**src/hdl/aids_pkg.sv**
```systemverilog
// ----------------------------------------------------------------------------
// aids_pkg
// Types and codes shared by the array insert / delete / search unit.
// ----------------------------------------------------------------------------
`default_nettype none

package aids_pkg;

    localparam int POS_W   = 7;
    localparam int FPOS_W  = 6;
    localparam int VAL_W   = 32;
    localparam int COUNT_W = 7;

    typedef enum logic [1:0] {
        OP_INSERT = 2'd0,
        OP_DELETE = 2'd1,
        OP_SEARCH = 2'd2,
        OP_READ   = 2'd3
    } t_op;

    typedef enum logic [1:0] {
        ST_OK      = 2'd0,
        ST_BADPOS  = 2'd1,
        ST_FULL    = 2'd2,
        ST_MISSING = 2'd3
    } t_status;

    typedef enum logic [2:0] {
        S_IDLE,
        S_SHIFT_UP,
        S_INS_WR,
        S_SHIFT_DN,
        S_SCAN,
        S_RD_ADDR,
        S_RD_DATA,
        S_FIN
    } t_state;

    typedef struct packed {
        t_op                      operation;
        logic [POS_W-1:0]         position;
        logic signed [VAL_W-1:0]  value;
    } t_req;

    typedef struct packed {
        t_status                  status;
        logic [FPOS_W-1:0]        found_position;
        logic signed [VAL_W-1:0]  read_value;
        logic [COUNT_W-1:0]       entry_count;
    } t_rsp;

endpackage

`default_nettype wire

```
**src/hdl/array_insert_delete_search_unit.sv**
```systemverilog
// ----------------------------------------------------------------------------
// array_insert_delete_search_unit
// Packed array of signed 32-bit entries with insert, delete, search and read.
// ----------------------------------------------------------------------------
// Insert at p shifts entries p..n-1 up one place and then writes the new
// value; delete shifts the entries above p down; search scans from entry 0
// to the first match; a rejected request goes straight to its result. One
// request at a time, the next taken in the cycle after the result leaves;
// the memory moves one entry per cycle.
// Synchronous reset empties the array; the entry memory is not cleared.
`default_nettype none

module array_insert_delete_search_unit #(
    parameter int CAPACITY = 64
) (
    input  wire logic           i_clk,
    input  wire logic           i_rst_n,
    input  wire logic           i_in_valid,
    output logic                o_in_stall,
    input  wire aids_pkg::t_req i_req,
    output logic                o_out_valid,
    input  wire logic           i_out_stall,
    output aids_pkg::t_rsp      o_rsp
);
    import aids_pkg::*;

    localparam int AW = $clog2(CAPACITY);
    localparam int CW = $clog2(CAPACITY + 1);

    logic             w_wr_en;
    logic [AW-1:0]    w_wr_addr;
    logic [VAL_W-1:0] w_wr_data;
    logic [AW-1:0]    w_rd_addr;
    logic [VAL_W-1:0] w_rd_data;
    logic             w_res_valid;
    logic             w_res_ready;
    t_rsp             w_res;

    aids_store #(
        .DEPTH (CAPACITY),
        .AW    (AW)
    ) u_store (
        .i_clk     (i_clk),
        .i_wr_en   (w_wr_en),
        .i_wr_addr (w_wr_addr),
        .i_wr_data (w_wr_data),
        .i_rd_addr (w_rd_addr),
        .o_rd_data (w_rd_data)
    );

    aids_ctrl #(
        .CAPACITY (CAPACITY),
        .AW       (AW),
        .CW       (CW)
    ) u_ctrl (
        .i_clk       (i_clk),
        .i_rst_n     (i_rst_n),
        .i_in_valid  (i_in_valid),
        .o_in_stall  (o_in_stall),
        .i_req       (i_req),
        .o_wr_en     (w_wr_en),
        .o_wr_addr   (w_wr_addr),
        .o_wr_data   (w_wr_data),
        .o_rd_addr   (w_rd_addr),
        .i_rd_data   (w_rd_data),
        .o_res_valid (w_res_valid),
        .o_res       (w_res),
        .i_res_ready (w_res_ready)
    );

    aids_out_stage u_out (
        .i_clk       (i_clk),
        .i_rst_n     (i_rst_n),
        .i_res_valid (w_res_valid),
        .i_res       (w_res),
        .o_res_ready (w_res_ready),
        .o_out_valid (o_out_valid),
        .i_out_stall (i_out_stall),
        .o_rsp       (o_rsp)
    );

endmodule

`default_nettype wire

```
**src/hdl/aids_store.sv**
```systemverilog
// ----------------------------------------------------------------------------
// aids_store
// Entry memory: one write port, one read port with registered read data.
// ----------------------------------------------------------------------------
`default_nettype none

module aids_store #(
    parameter int DEPTH = 64,
    parameter int AW    = $clog2(DEPTH)
) (
    input  wire logic                        i_clk,
    input  wire logic                        i_wr_en,
    input  wire logic [AW-1:0]               i_wr_addr,
    input  wire logic [aids_pkg::VAL_W-1:0]  i_wr_data,
    input  wire logic [AW-1:0]               i_rd_addr,
    output logic      [aids_pkg::VAL_W-1:0]  o_rd_data
);
    import aids_pkg::*;

    logic [VAL_W-1:0] r_mem [DEPTH];

    always_ff @(posedge i_clk) begin
        if (i_wr_en) begin
            r_mem[i_wr_addr] <= i_wr_data;
        end
    end

    always_ff @(posedge i_clk) begin
        o_rd_data <= r_mem[i_rd_addr];
    end

endmodule

`default_nettype wire

```
**src/hdl/aids_out_stage.sv**
```systemverilog
// ----------------------------------------------------------------------------
// aids_out_stage
// Output register: holds one result until the downstream side takes it.
// ----------------------------------------------------------------------------
`default_nettype none

module aids_out_stage (
    input  wire logic           i_clk,
    input  wire logic           i_rst_n,
    input  wire logic           i_res_valid,
    input  wire aids_pkg::t_rsp i_res,
    output logic                o_res_ready,
    output logic                o_out_valid,
    input  wire logic           i_out_stall,
    output aids_pkg::t_rsp      o_rsp
);
    import aids_pkg::*;

    logic r_valid;
    logic n_valid;
    t_rsp r_rsp;
    logic w_load;

    assign o_res_ready = !r_valid || !i_out_stall;
    assign w_load      = i_res_valid && o_res_ready;

    always_comb begin
        n_valid = r_valid;
        if (w_load) begin
            n_valid = 1'b1;
        end else if (!i_out_stall) begin
            n_valid = 1'b0;
        end
    end

    always_ff @(posedge i_clk) begin
        if (!i_rst_n) begin
            r_valid <= 1'b0;
        end else begin
            r_valid <= n_valid;
        end
    end

    always_ff @(posedge i_clk) begin
        if (w_load) begin
            r_rsp <= i_res;
        end
    end

    assign o_out_valid = r_valid;
    assign o_rsp       = r_rsp;

endmodule

`default_nettype wire

```
**src/hdl/aids_ctrl.sv**
```systemverilog
// ----------------------------------------------------------------------------
// aids_ctrl
// Sequencer: walks the entry memory one address a cycle to shift, scan or
// read, and keeps the entry count.
// ----------------------------------------------------------------------------
`default_nettype none

module aids_ctrl #(
    parameter int CAPACITY = 64,
    parameter int AW       = $clog2(CAPACITY),
    parameter int CW       = $clog2(CAPACITY + 1)
) (
    input  wire logic                        i_clk,
    input  wire logic                        i_rst_n,
    input  wire logic                        i_in_valid,
    output logic                             o_in_stall,
    input  wire aids_pkg::t_req              i_req,
    output logic                             o_wr_en,
    output logic      [AW-1:0]               o_wr_addr,
    output logic      [aids_pkg::VAL_W-1:0]  o_wr_data,
    output logic      [AW-1:0]               o_rd_addr,
    input  wire logic [aids_pkg::VAL_W-1:0]  i_rd_data,
    output logic                             o_res_valid,
    output aids_pkg::t_rsp                   o_res,
    input  wire logic                        i_res_ready
);
    import aids_pkg::*;

    localparam int PW = (CW > POS_W) ? CW : POS_W;

    t_state           r_state,  n_state;
    logic [CW-1:0]    r_count,  n_count;
    logic [AW-1:0]    r_ra,     n_ra;
    logic [AW-1:0]    r_wa,     n_wa;
    logic [AW-1:0]    r_last,   n_last;
    logic             r_rd_on,  n_rd_on;
    logic             r_pend,   n_pend;
    logic [AW-1:0]    r_pos,    n_pos;
    logic [VAL_W-1:0] r_val,    n_val;
    t_status          r_status, n_status;
    logic [FPOS_W-1:0] r_fpos,  n_fpos;
    logic [VAL_W-1:0] r_rdval,  n_rdval;

    logic [PW-1:0]    w_pos_x;
    logic [PW-1:0]    w_cnt_x;
    logic [AW-1:0]    w_pos_a;
    logic [AW-1:0]    w_last_a;

    assign w_pos_x  = PW'(i_req.position);
    assign w_cnt_x  = PW'(r_count);
    assign w_pos_a  = w_pos_x[AW-1:0];
    assign w_last_a = AW'(r_count - CW'(1));

    assign o_rd_addr = r_ra;
    assign o_res     = '{status:         r_status,
                         found_position: r_fpos,
                         read_value:     r_rdval,
                         entry_count:    COUNT_W'(r_count)};

    always_comb begin
        n_state  = r_state;
        n_count  = r_count;
        n_ra     = r_ra;
        n_wa     = r_wa;
        n_last   = r_last;
        n_rd_on  = r_rd_on;
        n_pend   = r_pend;
        n_pos    = r_pos;
        n_val    = r_val;
        n_status = r_status;
        n_fpos   = r_fpos;
        n_rdval  = r_rdval;

        o_in_stall  = (r_state != S_IDLE);
        o_wr_en     = 1'b0;
        o_wr_addr   = r_wa;
        o_wr_data   = i_rd_data;
        o_res_valid = 1'b0;

        unique case (r_state)
            S_IDLE: begin
                if (i_in_valid) begin
                    n_pos    = w_pos_a;
                    n_val    = i_req.value;
                    n_status = ST_OK;
                    n_fpos   = '0;
                    n_rdval  = '0;
                    n_rd_on  = 1'b1;
                    n_pend   = 1'b0;
                    unique case (i_req.operation)
                        OP_INSERT: begin
                            priority if (w_pos_x > w_cnt_x) begin
                                n_status = ST_BADPOS;
                                n_state  = S_FIN;
                            end else if (r_count == CW'(CAPACITY)) begin
                                n_status = ST_FULL;
                                n_state  = S_FIN;
                            end else if (w_pos_x == w_cnt_x) begin
                                n_state = S_INS_WR;
                            end else begin
                                n_ra    = w_last_a;
                                n_last  = w_pos_a;
                                n_state = S_SHIFT_UP;
                            end
                        end
                        OP_DELETE: begin
                            priority if (w_pos_x >= w_cnt_x) begin
                                n_status = ST_BADPOS;
                                n_state  = S_FIN;
                            end else if (w_pos_a == w_last_a) begin
                                // last entry: nothing to move
                                n_count = r_count - CW'(1);
                                n_state = S_FIN;
                            end else begin
                                n_ra    = w_pos_a + AW'(1);
                                n_last  = w_last_a;
                                n_state = S_SHIFT_DN;
                            end
                        end
                        OP_SEARCH: begin
                            if (r_count == '0) begin
                                n_status = ST_MISSING;
                                n_state  = S_FIN;
                            end else begin
                                n_ra    = '0;
                                n_last  = w_last_a;
                                n_state = S_SCAN;
                            end
                        end
                        OP_READ: begin
                            if (w_pos_x >= w_cnt_x) begin
                                n_status = ST_BADPOS;
                                n_state  = S_FIN;
                            end else begin
                                n_ra    = w_pos_a;
                                n_state = S_RD_ADDR;
                            end
                        end
                        default: n_state = S_IDLE;
                    endcase
                end
            end

            S_SHIFT_UP: begin
                // read entry i-1 while writing the word read before it, from entry i, to i+1
                o_wr_en = r_pend;
                n_pend  = r_rd_on;
                n_wa    = r_ra + AW'(1);
                if (r_rd_on) begin
                    if (r_ra == r_last) begin
                        n_rd_on = 1'b0;
                    end else begin
                        n_ra = r_ra - AW'(1);
                    end
                end
                if (!r_rd_on && r_pend) begin
                    n_state = S_INS_WR;
                end
            end

            S_INS_WR: begin
                o_wr_en   = 1'b1;
                o_wr_addr = r_pos;
                o_wr_data = r_val;
                n_count   = r_count + CW'(1);
                n_state   = S_FIN;
            end

            S_SHIFT_DN: begin
                o_wr_en = r_pend;
                n_pend  = r_rd_on;
                n_wa    = r_ra - AW'(1);
                if (r_rd_on) begin
                    if (r_ra == r_last) begin
                        n_rd_on = 1'b0;
                    end else begin
                        n_ra = r_ra + AW'(1);
                    end
                end
                if (!r_rd_on && r_pend) begin
                    n_count = r_count - CW'(1);
                    n_state = S_FIN;
                end
            end

            S_SCAN: begin
                n_pend = r_rd_on;
                n_wa   = r_ra;
                if (r_rd_on) begin
                    if (r_ra == r_last) begin
                        n_rd_on = 1'b0;
                    end else begin
                        n_ra = r_ra + AW'(1);
                    end
                end
                // first match ends the scan
                if (r_pend) begin
                    if (i_rd_data == r_val) begin
                        n_status = ST_OK;
                        n_fpos   = FPOS_W'(r_wa);
                        n_state  = S_FIN;
                    end else if (!r_rd_on) begin
                        n_status = ST_MISSING;
                        n_state  = S_FIN;
                    end
                end
            end

            S_RD_ADDR: begin
                n_state = S_RD_DATA;
            end

            S_RD_DATA: begin
                n_rdval = i_rd_data;
                n_fpos  = FPOS_W'(r_ra);
                n_state = S_FIN;
            end

            S_FIN: begin
                o_res_valid = 1'b1;
                if (i_res_ready) begin
                    n_state = S_IDLE;
                end
            end

            default: n_state = S_IDLE;
        endcase
    end

    always_ff @(posedge i_clk) begin
        if (!i_rst_n) begin
            r_state <= S_IDLE;
            r_count <= '0;
            r_rd_on <= 1'b0;
            r_pend  <= 1'b0;
        end else begin
            r_state <= n_state;
            r_count <= n_count;
            r_rd_on <= n_rd_on;
            r_pend  <= n_pend;
        end
    end

    always_ff @(posedge i_clk) begin
        r_ra     <= n_ra;
        r_wa     <= n_wa;
        r_last   <= n_last;
        r_pos    <= n_pos;
        r_val    <= n_val;
        r_status <= n_status;
        r_fpos   <= n_fpos;
        r_rdval  <= n_rdval;
    end

endmodule

`default_nettype wire

```
**config.mk**
```make
export PLATFORM = sky130hd
export DESIGN_NAME = array_insert_delete_search_unit
export DESIGN_NICKNAME = d
export VERILOG_FILES = /design/src/hdl/aids_pkg.sv /design/src/hdl/array_insert_delete_search_unit.sv /design/src/hdl/aids_store.sv /design/src/hdl/aids_out_stage.sv /design/src/hdl/aids_ctrl.sv
export SDC_FILE = /design/constraint.sdc
export NUM_CORES = 2
export LEC_CHECK = 0
export BUFFER_PORTS_ARGS = -buffer_cell sky130_fd_sc_hd__buf_4
export CAP_MARGIN = 20
export CORE_UTILIZATION = 49
export DETAILED_ROUTE_END_ITERATION = 16
export GPL_TIMING_DRIVEN = 0
export PLACE_DENSITY = 0.68
export SETUP_SLACK_MARGIN = 0.1
export SLEW_MARGIN = 20
export SYNTH_ARGS = -nofsm -noshare
export SYNTH_HDL_FRONTEND = slang
export SYNTH_HIERARCHICAL = 1
export SYNTH_SLANG_ARGS = --single-unit
export TNS_END_PERCENT = 5
```
**constraint.sdc**
```tcl
create_clock -name i_clk -period 6.4 [get_ports i_clk]
set_input_delay 0.64 -clock i_clk [delete_from_list [all_inputs] [get_ports i_clk]]
set_output_delay 0.64 -clock i_clk [all_outputs]
set_load 0.03 [all_outputs]
```
==> results_dict.tcl <==
set metrics [dict create \
    hold_violations 0 \
    drive_gt1_share_pct 24.63 \
    peakVddDrop_mv 0.3775 \
    hp-class "input port to flip-flop" \
    worstPathMaxFanout 18 \
    start_kind "flip-flop" \
    grt_start_max_net_pins 65 \
    routed_wirelength_um 240500 \
    rsz0062_at_grt "false" \
    area_delta_synth_final_pct 15.13 \
    timing.final.ws_setup_ps 330.0 \
    tightest_slew_ps 1193 \
    first_iter_violations 7123 \
    synth_top_flop_cell "edfxtp_1" \
    num_vias 45490 \
    antenna_found_initial 10 \
    coreArea_sq_um 174800 \
    ys_warn_count 6 \
    num_io_pins 94 \
    drtAntennaViolNets 0 \
    cts_buffer_depth 3 \
    timing.max_cap.violations 0 \
    grt_pass1_wl_um 334900 \
    htree_levels 4 \
    synth_area_per_cell_sq_um 21.12 \
    critPathKind "flip-flop to flip-flop" \
    clock-root-buffer "clkbuf_16" \
    drc 0 \
    wl_per_cell_um 34.20 \
    min_path_cells 1 \
    grt_pass1_vias 44160 \
    power.leakage_nw 31.67 \
    die_y_um 422.5 \
    slew-limit-headroom_pct 20.50 \
    gp_congestion 0.9446 \
    slew_viol_final 0 \
    ys_types 71 \
    clk_latency_ps 880 \
    viasPerCell 6.469 \
    mappedNetlistNets 4164 \
    holdWs_ps 54.44 \
    place_hpwl_um 158400 \
    die_width_um 422.5 \
    async_flop_share_pct 0 \
    ys_ff_latch 2236 \
    ys_seq_area_share_pct 76.97 \
    tritoncts "yes" \
    period_share_pct 94.84 \
    fin_nets 4589 \
    cp-end-kind "flip-flop" \
    track_usage_pct 26.82 \
    powerDensity_nw_per_um2 491.5 \
    syn_area_sq_um 86650 \
    postCtsSetupBuffers 0 \
    cts.sinks 2236 \
    floorplan.initialDensity_pct 49.57 \
    arrival_ps 6620 \
    fin_crit_ps 6070 \
    skew_ps 51.53 \
    dieArea_sq_um 178500 \
    ff2ff_path_depth 12 \
    required_ps 6950 \
    synth_cells 4103 \
    rows 153 \
    final_cell_mix "edfxtp_1 (2191), mux4_2 (446), clkbuf_16 (218), mux2i_1 (195), clkbuf_1 (141)" \
    post-place-ws_ps 538.9 \
    cts_buffers 215 \
    fmaxAchievable_ghz 0.1647 \
    drtPass1Iterations 6 \
    grt_remaining_overflow 0 \
    path_clk_slew_ps 70 \
    port_buffers 93 \
    synth-edff-count 2191 \
    outcome "finished, final reports clean" \
    final_common_cell "edfxtp_1" \
    report.final.setup_viol 0 \
]
-- critical path, cell delays in order (launching register included) --
cell and delay, ps:
dfxtp_1 310, clkbuf_1 310, or2_1 190, clkbuf_1 380, clkbuf_1 780, buf_1 750, mux2_2 450, clkbuf_1 230
or3b_2 630, or2_2 320, clkbuf_1 360, nor2_4 750, buf_16 250
-- final cells by class --
type                       instances  area [sq um]
inverter                          22         82.58
buffer                           238          1428
fill                           12520         75020
multi-input combinational       1607         19050
clock inverter                   135          1192
antenna                            1         2.502
tap                             2325          2909
timing repair buffer             208          2786
clock buffer                     260          5613
sequential                      2236         66690
-- routing by layer --
| layer | share of wire (%) | up-vias | track usage [%] |
|---|---|---|---|
| li1 | - | 18070 | - |
| met1 | 38 | 23810 | 37.37 |
| met2 | 45 | 3089 | 40.19 |
| met3 | 12 | 509 | 6.854 |
| met4 | 4.7 | 10 | 11.80 |
| met5 | 0.033 | - | 0 |
-- cell usage after synthesis, types with 6 or more instances --
cell type	number	share of area, %
clkbuf_1	103	0.45
o221ai_1	18	0.18
a211o_1	14	0.14
nand3_1	58	0.34
o21ai_0	46	0.27
o22ai_1	44	0.32
nor2b_1	22	0.16
buf_4	28	0.24
nand2_1	50	0.22
buf_6	33	0.43
xnor2_1	52	0.53
a21oi_1	58	0.34
o31ai_1	6	0.052
a211oi_1	24	0.21
o211ai_1	15	0.13
nand4_1	14	0.10
a311o_1	12	0.14
ha_1	16	0.23
a22o_1	19	0.19
nand2b_1	14	0.10
a31oi_1	23	0.17
xor2_1	7	0.071
nor3_1	13	0.075
nor2_1	117	0.51
a22oi_1	130	1.1
buf_1	11	0.048
and3_1	9	0.065
or2_2	7	0.051
mux2i_1	195	2.3
and2_1	39	0.28
o22a_1	12	0.12
nand3b_1	7	0.061
mux2_2	39	0.51
edfxtp_1	2191	76
inv_1	22	0.095
buf_2	54	0.31
mux4_2	446	12
dfxtp_1	45	1.0
a221oi_1	10	0.10
-- path summary, 6_finish.rpt --
check,start,end,slack [ps]
worst min register to register,u_ctrl/r_rdval[16],u_out/o_rsp[23],420
worst max register to register,u_ctrl/r_state[0],u_store/r_mem[28][1],330
worst min-delay path,i_req[33],u_ctrl/r_pos[1],50
worst max-delay path,u_ctrl/r_state[0],u_store/r_mem[28][1],330
-- timing repair --
item	4_1_cts	5_1_grt
hold buffers	34	0
endpoints found under the setup margin	0	0
gates resized for setup	0	0
hold endpoints to repair	34	0
-- flip-flops by register name, indices dropped and copies added, names as in the netlist, 7 cells and up --
signal / flops
u_store/o_rd_data: 32
u_ctrl/r_count: 7
u_ctrl/r_rdval: 32
u_out/o_rsp: 47
u_ctrl/r_val: 32
u_store/r_mem: 2048
-- kinds of logic after synthesis --
family | after synthesis | share of synthesized area [%]
compound gates | 468 | 3.838
xor+xnor | 60 | 0.6224
fa+ha+maj | 16 | 0.2310
buf+inv | 260 | 1.734
flops | 2236 | 76.97
mux | 680 | 14.35
simple gates | 383 | 2.248
-- power breakdown --
group | total (mW) | internal [mW] | switching (mW)
clock network | 12.3 | 6.91 | 5.40
registers | 19.8 | 19.4 | 0.432
logic | 16.9 | 5.30 | 11.6
-- stage by stage --
stage,TNS (ps),util [%],instance area (sq um),total power [mW],instances
floorplan,0,-,86650,29.39,4103
global placement,-1629600,51.64,90250,35.89,6521
detailed placement,0,52.95,92540,36.48,6600
CTS,0,57.04,99690,48.69,7029
global route,0,57.08,99760,50.21,7031
finish,0,57.08,99760,49.03,7032
Note: power is estimated with default switching activity, not from simulation.
